$ cat config.mk
export PLATFORM = sky130hd
export DESIGN_NAME = first_fit_extent_allocator
export DESIGN_NICKNAME = d
export VERILOG_FILES = /design/src/hw/rtl/ffa_pkg.sv /design/src/hw/rtl/first_fit_extent_allocator.sv /design/src/hw/rtl/ffa_ram.sv /design/src/hw/rtl/ffa_ctrl.sv
export VERILOG_INCLUDE_DIRS = /design/src /design/src/hw/rtl
export SDC_FILE = /design/constraint.sdc
export NUM_CORES = 2
export LEC_CHECK = 0
export ABC_AREA = 0
export BUFFER_PORTS_ARGS = -buffer_cell sky130_fd_sc_hd__buf_2
export CELL_PAD_IN_SITES_DETAIL_PLACEMENT = 2
export CELL_PAD_IN_SITES_GLOBAL_PLACEMENT = 2
export CORE_ASPECT_RATIO = 0.5
export CORE_UTILIZATION = 39
export CTS_BUF_LIST = sky130_fd_sc_hd__clkbuf_8
export CTS_CLUSTER_SIZE = 10
export DETAILED_ROUTE_END_ITERATION = 7
export PLACE_DENSITY_LB_ADDON = 0.1
export REMOVE_ABC_BUFFERS = 1
export SLEW_MARGIN = 10
export SYNTH_ARGS = -nofsm -noshare
export SYNTH_HDL_FRONTEND = slang
export SYNTH_SLANG_ARGS = --single-unit
export TNS_END_PERCENT = 5
$ cat constraint.sdc
create_clock -name clk_i -period 11.2 [get_ports clk_i]
set_clock_uncertainty 0.15 [all_clocks]
set_input_delay 0.56 -clock clk_i [delete_from_list [all_inputs] [get_ports clk_i]]
set_output_delay 0.56 -clock clk_i [all_outputs]
set_load 0.1 [all_outputs]
$ cat src/hw/rtl/first_fit_extent_allocator_macros.svh
// assertion macros for the extent allocator
`ifndef FIRST_FIT_EXTENT_ALLOCATOR_MACROS_SVH
`define FIRST_FIT_EXTENT_ALLOCATOR_MACROS_SVH

// property that holds on every clock edge outside reset
`define FFA_ASSERT(label, prop, msg) \
  label: assert property (@(posedge clk_i) disable iff (!rst_ni) (prop)) else $error(msg);

// implication whose consequent is checked in the cycle after the antecedent
`define FFA_ASSERT_NEXT(label, ante, cons, msg) \
  label: assert property (@(posedge clk_i) disable iff (!rst_ni) (ante) |=> (cons)) \
    else $error(msg);

`endif

$ cat src/hw/rtl/ffa_pkg.sv
// ----------------------------------------------------------------------------
// ffa_pkg
// types and constants shared by the extent allocator modules
// ----------------------------------------------------------------------------
package ffa_pkg;
  localparam int unsigned MaxExtentsDefault = 16;
  localparam int unsigned AddrW = 32;
  localparam logic [AddrW-1:0] HdrBytes = 32'd4;

  typedef enum logic [1:0] {
    StOk       = 2'd0,
    StNoMem    = 2'd1,
    StBadFree  = 2'd2,
    StFull     = 2'd3
  } status_e;

  typedef enum logic {
    ModeAlloc = 1'b0,
    ModeFree  = 1'b1
  } mode_e;

  typedef enum logic {
    RegHeapStart = 1'b0,
    RegHeapEnd   = 1'b1
  } reg_e;

  typedef enum logic [3:0] {
    FsIdle,
    FsScanRd,
    FsScanChk,
    FsShiftRd,
    FsShiftWr,
    FsInsShRd,
    FsInsShWr,
    FsInsPut,
    FsNxtRd,
    FsNxtChk,
    FsDone
  } fsm_e;

  // one entry of the extent table
  typedef struct packed {
    logic [AddrW-1:0] base;
    logic [AddrW-1:0] len;
  } extent_t;
endpackage

$ cat src/hw/rtl/first_fit_extent_allocator.sv
// ----------------------------------------------------------------------------
// first_fit_extent_allocator
// first-fit free extent table with split on allocate and merge on free
// ----------------------------------------------------------------------------
// channel  direction  handshake           payload
// cmd      in         start_i / busy_o    mode, request_bytes, user_address, recorded_size
// result   out        done_o strobe       granted_address, status
// cfg      in         cfg_valid_i/ready_o cfg_index_i, cfg_data_i
//
// after the accept edge each extent read passes a read and a check state, since the
// table read is registered; each entry moved on a remove or insert passes a read and a
// write state; a free writes back and tries a merge; a done state gives the strobe.
// reset leaves the table empty; a config write reloads it with one extent (none if
// the heap end is not above its start) and holds busy for one cycle while it reloads.
// results last one cycle and cannot be stalled.
`include "first_fit_extent_allocator_macros.svh"

module first_fit_extent_allocator #(
  parameter int unsigned MaxExtents = ffa_pkg::MaxExtentsDefault
) (
  input  logic        clk_i,
  input  logic        rst_ni,
  input  logic        start_i,
  output logic        busy_o,
  input  logic        mode_i,
  input  logic [31:0] request_bytes_i,
  input  logic [31:0] user_address_i,
  input  logic [31:0] recorded_size_i,
  output logic        done_o,
  output logic [31:0] granted_address_o,
  output logic [1:0]  status_o,
  input  logic        cfg_valid_i,
  output logic        cfg_ready_o,
  input  logic [31:0] cfg_index_i,
  input  logic [31:0] cfg_data_i
);
  import ffa_pkg::*;

  localparam int unsigned IdxW = $clog2(MaxExtents);
  localparam int unsigned CntW = $clog2(MaxExtents + 1);

  logic [31:0] heap_start_q, heap_end_q, hs_d, he_d;
  logic        load_q, cfg_hit;
  logic        ctrl_busy;
  logic        we;
  logic [IdxW-1:0] waddr, raddr;
  extent_t     wdata, rdata;
  logic [CntW-1:0] count;

  // the table reload takes the cycle after a config write
  assign busy_o = ctrl_busy || load_q;

  // a start seen while idle wins over a config write
  assign cfg_ready_o = !busy_o && !load_q && !start_i;
  assign cfg_hit = cfg_valid_i && cfg_ready_o &&
                   (cfg_index_i == 32'(RegHeapStart) || cfg_index_i == 32'(RegHeapEnd));
  assign hs_d = (cfg_hit && cfg_index_i == 32'(RegHeapStart)) ? cfg_data_i : heap_start_q;
  assign he_d = (cfg_hit && cfg_index_i == 32'(RegHeapEnd)) ? cfg_data_i : heap_end_q;

  always_ff @(posedge clk_i or negedge rst_ni) begin
    if (!rst_ni) begin
      heap_start_q <= '0;
      heap_end_q   <= '0;
      load_q       <= 1'b0;
    end else begin
      heap_start_q <= hs_d;
      heap_end_q   <= he_d;
      load_q       <= cfg_hit;
    end
  end

  ffa_ctrl #(.MaxExtents(MaxExtents)) u_ctrl (
    .clk_i,
    .rst_ni,
    .start_i         (start_i && !load_q),
    .busy_o          (ctrl_busy),
    .mode_i,
    .request_bytes_i,
    .user_address_i,
    .recorded_size_i,
    .load_i          (load_q),
    .load_base_i     (heap_start_q),
    .load_len_i      (heap_end_q - heap_start_q),
    .load_nonempty_i (heap_end_q > heap_start_q),
    .we_o            (we),
    .waddr_o         (waddr),
    .wdata_o         (wdata),
    .raddr_o         (raddr),
    .rdata_i         (rdata),
    .done_o,
    .granted_address_o,
    .status_o,
    .count_o         (count)
  );

  ffa_ram #(.Width($bits(extent_t)), .Depth(MaxExtents)) u_table (
    .clk_i,
    .we_i    (we),
    .waddr_i (waddr),
    .wdata_i (wdata),
    .raddr_i (raddr),
    .rdata_o (rdata)
  );

  `FFA_ASSERT(a_count_range, count <= CntW'(MaxExtents), "extent count over table size")
  `FFA_ASSERT_NEXT(a_done_ends, done_o, !busy_o, "busy after result")
  `FFA_ASSERT(a_grant_fail_zero, !done_o || status_o == StOk || granted_address_o == '0,
              "nonzero grant on failure")
endmodule

$ cat src/hw/rtl/ffa_ram.sv
// ----------------------------------------------------------------------------
// ffa_ram
// generic single-port-write, single-read ram with registered read
// ----------------------------------------------------------------------------
module ffa_ram #(
  parameter int unsigned Width = 64,
  parameter int unsigned Depth = 16
) (
  input  logic                     clk_i,
  input  logic                     we_i,
  input  logic [$clog2(Depth)-1:0] waddr_i,
  input  logic [Width-1:0]         wdata_i,
  input  logic [$clog2(Depth)-1:0] raddr_i,
  output logic [Width-1:0]         rdata_o
);
  logic [Width-1:0] mem_q [Depth];

  always_ff @(posedge clk_i) begin
    if (we_i) begin
      mem_q[waddr_i] <= wdata_i;
    end
    rdata_o <= mem_q[raddr_i];
  end
endmodule

$ cat src/hw/rtl/ffa_ctrl.sv
// ----------------------------------------------------------------------------
// ffa_ctrl
// sequencer: scans the sorted table, splits, shifts and merges extents
// ----------------------------------------------------------------------------
module ffa_ctrl #(
  parameter int unsigned MaxExtents = ffa_pkg::MaxExtentsDefault,
  localparam int unsigned IdxW = $clog2(MaxExtents),
  localparam int unsigned CntW = $clog2(MaxExtents + 1)
) (
  input  logic                   clk_i,
  input  logic                   rst_ni,
  input  logic                   start_i,
  output logic                   busy_o,
  input  logic                   mode_i,
  input  logic [31:0]            request_bytes_i,
  input  logic [31:0]            user_address_i,
  input  logic [31:0]            recorded_size_i,
  input  logic                   load_i,
  input  logic [31:0]            load_base_i,
  input  logic [31:0]            load_len_i,
  input  logic                   load_nonempty_i,
  output logic                   we_o,
  output logic [IdxW-1:0]        waddr_o,
  output ffa_pkg::extent_t       wdata_o,
  output logic [IdxW-1:0]        raddr_o,
  input  ffa_pkg::extent_t       rdata_i,
  output logic                   done_o,
  output logic [31:0]            granted_address_o,
  output logic [1:0]             status_o,
  output logic [CntW-1:0]        count_o
);
  import ffa_pkg::*;

  fsm_e            state_q, state_d;
  logic [CntW-1:0] count_q, count_d;
  logic [CntW-1:0] idx_q, idx_d;
  logic            mode_q, mode_d;
  logic [31:0]     need_q, need_d;
  logic [31:0]     block_q, block_d;
  logic [32:0]     bend_q, bend_d;
  logic            prev_ok_q, prev_ok_d;
  extent_t         prev_q, prev_d;
  extent_t         cur_q, cur_d;
  logic [31:0]     grant_q, grant_d;
  logic [1:0]      status_q, status_d;

  logic [32:0] need33, size33, prev_end, cur_end;

  assign need33   = {1'b0, request_bytes_i} + {1'b0, HdrBytes};
  assign size33   = {1'b0, recorded_size_i} + {1'b0, HdrBytes};
  assign prev_end = {1'b0, prev_q.base} + {1'b0, prev_q.len};
  assign cur_end  = {1'b0, cur_q.base} + {1'b0, cur_q.len};

  always_ff @(posedge clk_i or negedge rst_ni) begin
    if (!rst_ni) begin
      state_q <= FsIdle;
      count_q <= '0;
    end else begin
      state_q <= state_d;
      count_q <= count_d;
    end
  end

  always_ff @(posedge clk_i) begin
    idx_q     <= idx_d;
    mode_q    <= mode_d;
    need_q    <= need_d;
    block_q   <= block_d;
    bend_q    <= bend_d;
    prev_ok_q <= prev_ok_d;
    prev_q    <= prev_d;
    cur_q     <= cur_d;
    grant_q   <= grant_d;
    status_q  <= status_d;
  end

  always_comb begin
    state_d   = state_q;
    count_d   = count_q;
    idx_d     = idx_q;
    mode_d    = mode_q;
    need_d    = need_q;
    block_d   = block_q;
    bend_d    = bend_q;
    prev_ok_d = prev_ok_q;
    prev_d    = prev_q;
    cur_d     = cur_q;
    grant_d   = grant_q;
    status_d  = status_q;
    we_o      = 1'b0;
    waddr_o   = idx_q[IdxW-1:0];
    wdata_o   = cur_q;
    raddr_o   = idx_q[IdxW-1:0];
    done_o    = 1'b0;

    case (state_q)
      FsIdle: begin
        if (load_i) begin
          we_o    = 1'b1;
          waddr_o = '0;
          wdata_o = '{base: load_base_i, len: load_len_i};
          count_d = load_nonempty_i ? CntW'(1) : '0;
        end else if (start_i) begin
          mode_d    = mode_i;
          idx_d     = '0;
          prev_ok_d = 1'b0;
          grant_d   = '0;
          need_d    = need33[31:0];
          block_d   = user_address_i - HdrBytes;
          bend_d    = {1'b0, user_address_i - HdrBytes} + size33;
          raddr_o   = '0;
          if (mode_i == ModeAlloc) begin
            if (need33[32]) begin
              status_d = StNoMem;
              state_d  = FsDone;
            end else begin
              state_d = FsScanRd;
            end
          end else begin
            need_d = size33[31:0];
            if (size33[32] || ({1'b0, user_address_i - HdrBytes} + size33) > 33'hFFFFFFFF)
            begin
              status_d = StBadFree;
              state_d  = FsDone;
            end else begin
              state_d = FsScanRd;
            end
          end
        end
      end
      // read entry idx; data arrives next cycle
      FsScanRd: begin
        if (idx_q >= count_q) begin
          if (mode_q == ModeAlloc) begin
            status_d = StNoMem;
            state_d  = FsDone;
          end else begin
            // no next extent
            if (prev_ok_q && prev_end > {1'b0, block_q}) begin
              status_d = StBadFree;
              state_d  = FsDone;
            end else if (prev_ok_q && prev_end == {1'b0, block_q}) begin
              cur_d    = '{base: prev_q.base, len: prev_q.len + need_q};
              idx_d    = idx_q - CntW'(1);
              status_d = StOk;
              state_d  = FsInsPut;
            end else if (count_q >= CntW'(MaxExtents)) begin
              status_d = StFull;
              state_d  = FsDone;
            end else begin
              cur_d    = '{base: block_q, len: need_q};
              count_d  = count_q + CntW'(1);
              status_d = StOk;
              state_d  = FsInsPut;
            end
          end
        end else begin
          state_d = FsScanChk;
        end
      end
      FsScanChk: begin
        cur_d = rdata_i;
        if (mode_q == ModeAlloc) begin
          if (rdata_i.len >= need_q) begin
            grant_d  = rdata_i.base + HdrBytes;
            status_d = StOk;
            if (rdata_i.len == need_q) begin
              state_d = FsShiftRd;
            end else begin
              we_o    = 1'b1;
              wdata_o = '{base: rdata_i.base + need_q, len: rdata_i.len - need_q};
              state_d = FsDone;
            end
          end else begin
            idx_d   = idx_q + CntW'(1);
            state_d = FsScanRd;
          end
        end else begin
          if (rdata_i.base < block_q) begin
            prev_d    = rdata_i;
            prev_ok_d = 1'b1;
            idx_d     = idx_q + CntW'(1);
            state_d   = FsScanRd;
          end else if ((prev_ok_q && prev_end > {1'b0, block_q}) ||
                       bend_q > {1'b0, rdata_i.base}) begin
            status_d = StBadFree;
            state_d  = FsDone;
          end else if (prev_ok_q && prev_end == {1'b0, block_q}) begin
            // grow previous, then try to absorb entry idx
            cur_d    = '{base: prev_q.base, len: prev_q.len + need_q};
            idx_d    = idx_q - CntW'(1);
            status_d = StOk;
            state_d  = FsNxtRd;
          end else if (bend_q == {1'b0, rdata_i.base}) begin
            we_o     = 1'b1;
            wdata_o  = '{base: block_q, len: rdata_i.len + need_q};
            status_d = StOk;
            state_d  = FsDone;
          end else if (count_q >= CntW'(MaxExtents)) begin
            status_d = StFull;
            state_d  = FsDone;
          end else begin
            // shift entries idx..count-1 up by one, from the top
            prev_d   = '{base: block_q, len: need_q};
            block_d  = 32'(idx_q);
            idx_d    = count_q;
            status_d = StOk;
            state_d  = FsInsShRd;
          end
        end
      end
      // remove entry idx by moving the tail down
      FsShiftRd: begin
        if (idx_q + CntW'(1) >= count_q) begin
          count_d = count_q - CntW'(1);
          state_d = FsDone;
        end else begin
          raddr_o = IdxW'(idx_q + CntW'(1));
          state_d = FsShiftWr;
        end
      end
      FsShiftWr: begin
        we_o    = 1'b1;
        wdata_o = rdata_i;
        idx_d   = idx_q + CntW'(1);
        state_d = FsShiftRd;
      end
      FsInsShRd: begin
        if (idx_q <= CntW'(block_q)) begin
          cur_d   = prev_q;
          count_d = count_q + CntW'(1);
          state_d = FsInsPut;
        end else begin
          raddr_o = IdxW'(idx_q - CntW'(1));
          state_d = FsInsShWr;
        end
      end
      FsInsShWr: begin
        we_o    = 1'b1;
        wdata_o = rdata_i;
        idx_d   = idx_q - CntW'(1);
        state_d = FsInsShRd;
      end
      // write cur at idx, then look at idx+1 for a merge
      FsInsPut: begin
        we_o    = 1'b1;
        wdata_o = cur_q;
        state_d = FsNxtRd;
      end
      FsNxtRd: begin
        if (idx_q + CntW'(1) >= count_q) begin
          if (mode_q == ModeFree) begin
            we_o = 1'b1;
          end
          state_d = FsDone;
        end else begin
          raddr_o = IdxW'(idx_q + CntW'(1));
          state_d = FsNxtChk;
        end
      end
      FsNxtChk: begin
        if (cur_end == {1'b0, rdata_i.base}) begin
          cur_d   = '{base: cur_q.base, len: cur_q.len + rdata_i.len};
          we_o    = 1'b1;
          wdata_o = '{base: cur_q.base, len: cur_q.len + rdata_i.len};
          idx_d   = idx_q + CntW'(1);
          state_d = FsShiftRd;
        end else begin
          we_o    = 1'b1;
          state_d = FsDone;
        end
      end
      FsDone: begin
        done_o  = 1'b1;
        state_d = FsIdle;
      end
      default: state_d = FsIdle;
    endcase
  end

  assign busy_o            = (state_q != FsIdle);
  assign granted_address_o = grant_q;
  assign status_o          = status_q;
  assign count_o           = count_q;
endmodule

# --- After elaboration in Yosys (flattened, before gate mapping) ---
# Memories as Yosys holds them, arrays and structs flattened. A register that Yosys moved wholly into a read port is not among the register bits.
# Index checks and enable logic that the tools add are counted.
word_totals:
  regBits: 340
  latch_bits: 0
  mem_bits_rw: 1024
  romBits: 0
  inputBits: 165
  output_inout_bits: 37
  elab_cells: 263
  memories: 1
op_classes:
  n_addsub: 17
  mul: 0
  n_div: 0
  n_lt_le_gt_ge: 10
  n_eq_ne: 49
  shifts: 0
  muxes: 131
  bitwise: 1
  n_reduce_logical: 37
memory_table:
  columns: ["memory", "depth", "width", "rd", "rd_clocked_by_memory_dff", "wr", "line_no", "rtl"]
  rows:
  - ["u_table.mem_q", 16, 64, 1, 1, 1, "ffa_ram.sv:16", "logic [Width-1:0] mem_q [Depth];"]
ops:
  columns: ["cell", "count"]
  rows:
  - ["two-way mux 64 bit", 22]
  - ["case mux 64 bit (4 select lines)", 2]
  - ["two-way mux 32 bit", 14]
  - ["adder 32 bit", 4]
  - ["case mux 32 bit (2 select lines)", 2]
  - ["two-way mux 5 bit", 22]
  - ["two-way mux 4 bit", 26]
  - ["== test 33 x 32 -> 1 bit", 3]
  - ["adder 32 x 3 -> 33 bit (second input constant)", 2]
  - ["adder 32 x 32 -> 33 bit", 2]
  - ["greater-than comparator 33 x 32 -> 1 bit", 2]
  - ["subtractor 32 bit", 2]
  - ["case mux 4 bit (10 select lines)", 1]
  - ["two-way mux 2 bit", 17]
  - ["adder 32 x 33 -> 33 bit", 1]
  - ["greater-than comparator 33 x 32 -> 1 bit (second input constant)", 1]
  - ["adder 32 x 3 -> 32 bit (second input constant)", 1]
  - ["== test 32 x 1 -> 1 bit (second input constant)", 1]
  - ["== test 32 bit", 1]
  - [">= comparator 32 bit", 1]
  - ["greater-than comparator 32 bit", 1]
  - ["zero test 32 bit", 1]
  - ["< comparator 32 bit", 1]
  - ["subtractor 32 x 3 -> 32 bit (second input constant)", 1]
  - ["other kinds (41)", 114]

# --- Longest topological paths before layout ---
logic_depth:
  ltp_word: 10
  depth_mapped: 29
  depth_no_buf: 27

# --- By module ---
# From an unflattened synthesis, not the netlist that was laid out.
unflattened:
  hier_cells: 6375
  area_unflattened_um2: 78150.0
modules_own_cells:
  columns: ["module", "n_inst", "cells_per_inst", "area_per_inst_um2", "seq_area_each_um2"]
  rows:
  - ["ffa_ram", 1, 1647, 39581.7, 32030.7]
  - ["ffa_ctrl", 1, 4235, 34096.5, 8212.9]
  - ["first_fit_extent_allocator", 1, 493, 4471.8, 1626.6]

# --- Worst setup path after synthesis ---
# Ideal clock, no wire load.
synth_timing:
  path_type: "reg2reg"
  startpoint: "register u_ctrl.prev_q[1] (netlist bit)"
  endpoint: "memory u_table.mem_q[1][0] (enable)"
  setup_time_ns: 0.644
  arrival_ns: 11.575
  required_ns: 10.406
  setup_slack_ns: -1.169
  stages_incl_launch_ff: 26
  path_buffers: 0
  cell_sequence: "edfxtp_1 > ha_1 > a21o_1 > a21oi_1 > o211ai_1 > and4b_1 > nor2_1 > o211ai_1 > o41a_1 > a211oi_1 > a21oi_1 > o41ai_2 > or4b_2 > o211ai_1 > ha_1 > nand3_1 > nor4_1 > o31ai_1 > o211ai_1 > a21oi_1 > a41oi_1 > nor4_1 > nor2_1 > o21ai_0 > nand2_1 > nor4_1"
synth_between:
  elab_chain_len: 10
synth_rtl:
  columns: ["element", "line_no", "rtl"]
  rows:
  - ["from (decl)", "ffa_ctrl.sv:42", "extent_t prev_q, prev_d;"]
  - ["from (signal assigned)", "ffa_ctrl.sv:71", "prev_q <= prev_d;"]
  - ["adder 32 x 32 -> 33 bit *", "ffa_ctrl.sv:51", "assign prev_end = {1'b0, prev_q.base} + {1'b0, prev_q.len};"]
  - ["greater-than comparator 33 x 32 -> 1 bit or == test 33 x 32 -> 1 bit (tied branches)", "ffa_ctrl.sv:184, ffa_ctrl.sv:188", null]
  - ["logical AND 1 bit, on equally long branches", "ffa_ctrl.sv:184, ffa_ctrl.sv:188", null]
  - ["logical OR 1 bit or two-way mux 1 bit (tied branches)", "ffa_ctrl.sv:184, ffa_ctrl.sv:188", null]
  - ["two-way mux 1 bit *", "ffa_ctrl.sv:184", "end else if ((prev_ok_q && prev_end > {1'b0, block_q}) ||"]
  - ["two-way mux 1 bit *", "ffa_ctrl.sv:179", "if (rdata_i.base < block_q) begin"]
  - ["two-way mux 1 bit *", "ffa_ctrl.sv:163", "if (mode_q == ModeAlloc) begin"]
  - ["case mux 1 bit (4 select lines) *", "ffa_ctrl.sv:96", "case (state_q)"]
  - ["two-way mux 1 bit *", "ffa_ram.sv:19", "if (we_i) begin"]
  - ["two-way mux 1 bit (not written as such) *", "ffa_ram.sv:20", "mem_q[waddr_i] <= wdata_i;"]
  - ["to (decl)", "ffa_ram.sv:16", null]
# Every way passes the cells marked *; elsewhere a longest branch is shown, timed or not.

# --- Worst setup path after layout ---
layout_timing:
  startpoint: "register u_ctrl.prev_q[1] (netlist bit)"
  endpoint: "memory u_table.mem_q[11][26] (enable)"
# The elaborated chain is that of the path after synthesis.

==> flow_metrics.env <==
export IMPL_status="completed"
export IMPL_layout_common_cells="edfxtp_1 (1290), nand2_1 (1190), nor2_1 (734)"
export IMPL_relSlewSlack=0.0513
export IMPL_wire_per_inst_um=33.3
export IMPL_dieWidth_um=639
export IMPL_io_pins=202
export IMPL_required_ns=11.67
export IMPL_crit_arrival_ns=10.68
export IMPL_grt_use_met3=0.0587
export IMPL_path_delay_family="compound AO/OA/AOI/OAI gates"
export IMPL_antenna_left=0
export IMPL_layout_commonest_cell="edfxtp_1"
export IMPL_worst_path_buf_inv=2
export IMPL_ys_types=112
export IMPL_synthFlopType="edfxtp_1"
export IMPL_async_flop_share=0.0518
export IMPL_yosysSeqAreaShare=0.529
export IMPL_htree_levels=4
export IMPL_drive_above_1_share=0.103
export IMPL_antenna_found_initial=47
export IMPL_hold_viol=0
export IMPL_finalSetupViolCount=0
export IMPL_rows=116
export IMPL_busiest_layer="met2"
export IMPL_cts_root_buf="clkbuf_8"
export IMPL_max_clock_freq_mhz=97.9
export IMPL_grt_max_degree=136
export IMPL_fin_util=0.446
export IMPL_nets=8745
export IMPL_use_met2=0.537
export IMPL_start_util=0.394
export IMPL_grt_pass1_wl_um=517000
export IMPL_core_um2=201000
export IMPL_reg2regPathDepth=27
export IMPL_clock_sinks=1428
export IMPL_ctsResizeCount=0
export IMPL_cp_max_fo=35
export IMPL_placed_cells=10524
export IMPL_instances_no_fill=11063
export IMPL_hold_depth=4
export IMPL_clkTransAtPathRegs_ns=0.07
export IMPL_tightest_slew_ns=1.42
export IMPL_period_needed_ns=10.22
export IMPL_clk_latency_ns=1.05
export IMPL_die_h_um=321
export IMPL_drv_cap=0
export IMPL_grt_pass1_vias=71869
export IMPL_numCtsBuffers=218
export IMPL_clockBufferDepth=4
export IMPL_die_area_um2=205000
export IMPL_grt_met1_usage=0.506
export IMPL_ys_seq_elements=1428
export IMPL_syn_avg_cell_area_um2=10.1
export IMPL_drc=0
export IMPL_fin_crit_sh=0.912
export IMPL_slew_violations=0
export IMPL_synth_edff_count=1290
export IMPL_crit_top_cell="o211ai_1"
export IMPL_grtUsageTotal=0.349
export IMPL_max_stage_delay_ns=0.94
export IMPL_first_pass_iters=7
export IMPL_via_count=69554
export IMPL_startpoint_type="flip-flop"
export IMPL_cts_tree="done"
export IMPL_routabilityCongestion=0.974
export IMPL_worstSetupEndpointType="flip-flop"
export IMPL_wl_um=369000
export IMPL_vias_per_cell=6.29
export IMPL_rsz0062_at_grt="false"
export IMPL_areaGrowthSynthToFinish_pct=13.1
export IMPL_postSynthCellCount=7806
export IMPL_whs_endpoint="u_ctrl.need_q[12]"
export IMPL_io_buffers=201
export IMPL_syn_area_um2=79200
export IMPL_dp_hpwl_um=262000
export IMPL_min_delay_start="recorded_size_i[12]"
export IMPL_slowest_stage="nor2_4"
export IMPL_first_iter_violations=7761
export IMPL_r2r_start="u_ctrl.prev_q[1]"
export IMPL_hold_class="in -> reg"
export IMPL_r2r_slack_ns=0.98
export IMPL_overflow=0
export IMPL_r2r_end="u_table.mem_q[11][26]"
export IMPL_crit_type="reg -> reg"
export IMPL_ys_warn_count=0
[flip-flops by register name (all words and copies together), names as in the netlist]
| signal | flops |
|---|---|
| u_ctrl.bend_q | 33 |
| heap_end_q | 32 |
| u_ctrl.prev_ok_q | 1 |
| u_ctrl.granted_address_o | 32 |
| u_ctrl.idx_q | 5 |
| u_ctrl.mode_q | 1 |
| u_ctrl.cur_q | 64 |
| load_q | 1 |
| u_ctrl.state_q | 4 |
| heap_start_q | 32 |
| u_ctrl.status_o | 2 |
| u_ctrl.block_q | 32 |
| u_ctrl.prev_q | 64 |
| u_table.rdata_o | 64 |
| u_ctrl.count_o | 5 |
| u_ctrl.need_q | 32 |
| u_table.mem_q | 1024 |
[synthesized netlist by cell type (47+ instances only)]
cell	number	share of area
buf_2	55	0.0035
nor4_1	48	0.0038
a222oi_1	61	0.0077
o211ai_1	55	0.0052
and3_1	53	0.0042
clkbuf_1	304	0.014
nand2b_1	47	0.0037
o21ai_0	556	0.035
a221oi_1	114	0.013
a211oi_1	67	0.0064
mux2_2	55	0.0078
a31oi_1	47	0.0037
xnor2_1	208	0.023
nand3_1	511	0.032
inv_1	291	0.014
xor2_1	106	0.012
nor3_1	98	0.0062
a21oi_1	382	0.024
and2_1	53	0.0042
ha_1	403	0.064
nand4_1	136	0.011
nand2_1	1192	0.057
nor2_1	747	0.035
edfxtp_1	1290	0.49
dfxtp_1	64	0.016
dfrtp_1	74	0.023
a21o_1	141	0.013
[routing by layer]
layer | share of wire | wire length, µm
met1 | 0.45 | 165000
met2 | 0.44 | 161000
met3 | 0.087 | 32000
met4 | 0.028 | 10500
met5 | 0.00020 | 75
[metrics by stage]
step                hold slack [ns]  TNS (ns)  cell area [µm²]  worst slack [ns]
detailed placement            0.354         0            84000              1.24
global placement              0.343         0            84000              1.43
floorplan                     0.114  -5805.47            77400            -10.70
finish                       0.0487         0            89500             0.984
global route                 0.0502         0            89500             0.682
CTS                         0.00308         0            89500              1.17
[layout make-up]
class | count | area [µm²]
Tap cell | 2714 | 3400
Fill cell | 21225 | 111000
Multi-Input combinational cell | 5680 | 34900
Clock buffer | 234 | 3220
Clock inverter | 158 | 956
Timing Repair Buffer | 546 | 4110
Inverter | 293 | 1100
Antenna cell | 10 | 25.0
Sequential cell | 1428 | 41900
[worst max path at each step]
stage / from / end / slack [ns] / cells after the start
floorplan: u_ctrl.idx_q[0] / u_table.rdata_o[0] / -10.70 / 15
global placement: u_ctrl.prev_q[1] / u_table.mem_q[6][1] / 1.43 / 27
detailed placement: u_ctrl.prev_q[1] / u_table.mem_q[11][1] / 1.24 / 27
CTS: u_ctrl.prev_q[1] / u_table.mem_q[11][29] / 1.17 / 27
global route: u_ctrl.prev_q[1] / u_table.mem_q[11][29] / 0.68 / 27
finish: u_ctrl.prev_q[1] / u_table.mem_q[11][26] / 0.98 / 27
[kinds of logic after synthesis]
group,share of synthesized area
compound gates,0.149
xor+xnor,0.0347
mux,0.0127
buf+inv,0.0356
fa+ha+maj,0.0662
flops,0.529
simple gates,0.173
[repair_timing]
action / 4_1_cts / 5_1_grt
setup buffers: 0 / 0
hold endpoints to repair: 161 / 0
hold buffers: 137 / 0
[tightest hold or removal path, cell delays in order]
cell and delay, ns:
buf_2 0.09, xnor2_1 0.18, nand2_1 0.09, o21ai_0 0.10
Power is left out: the tool's default activity adds up to more than one toggle a clock period on the data nets, which glitch-free logic cannot reach.
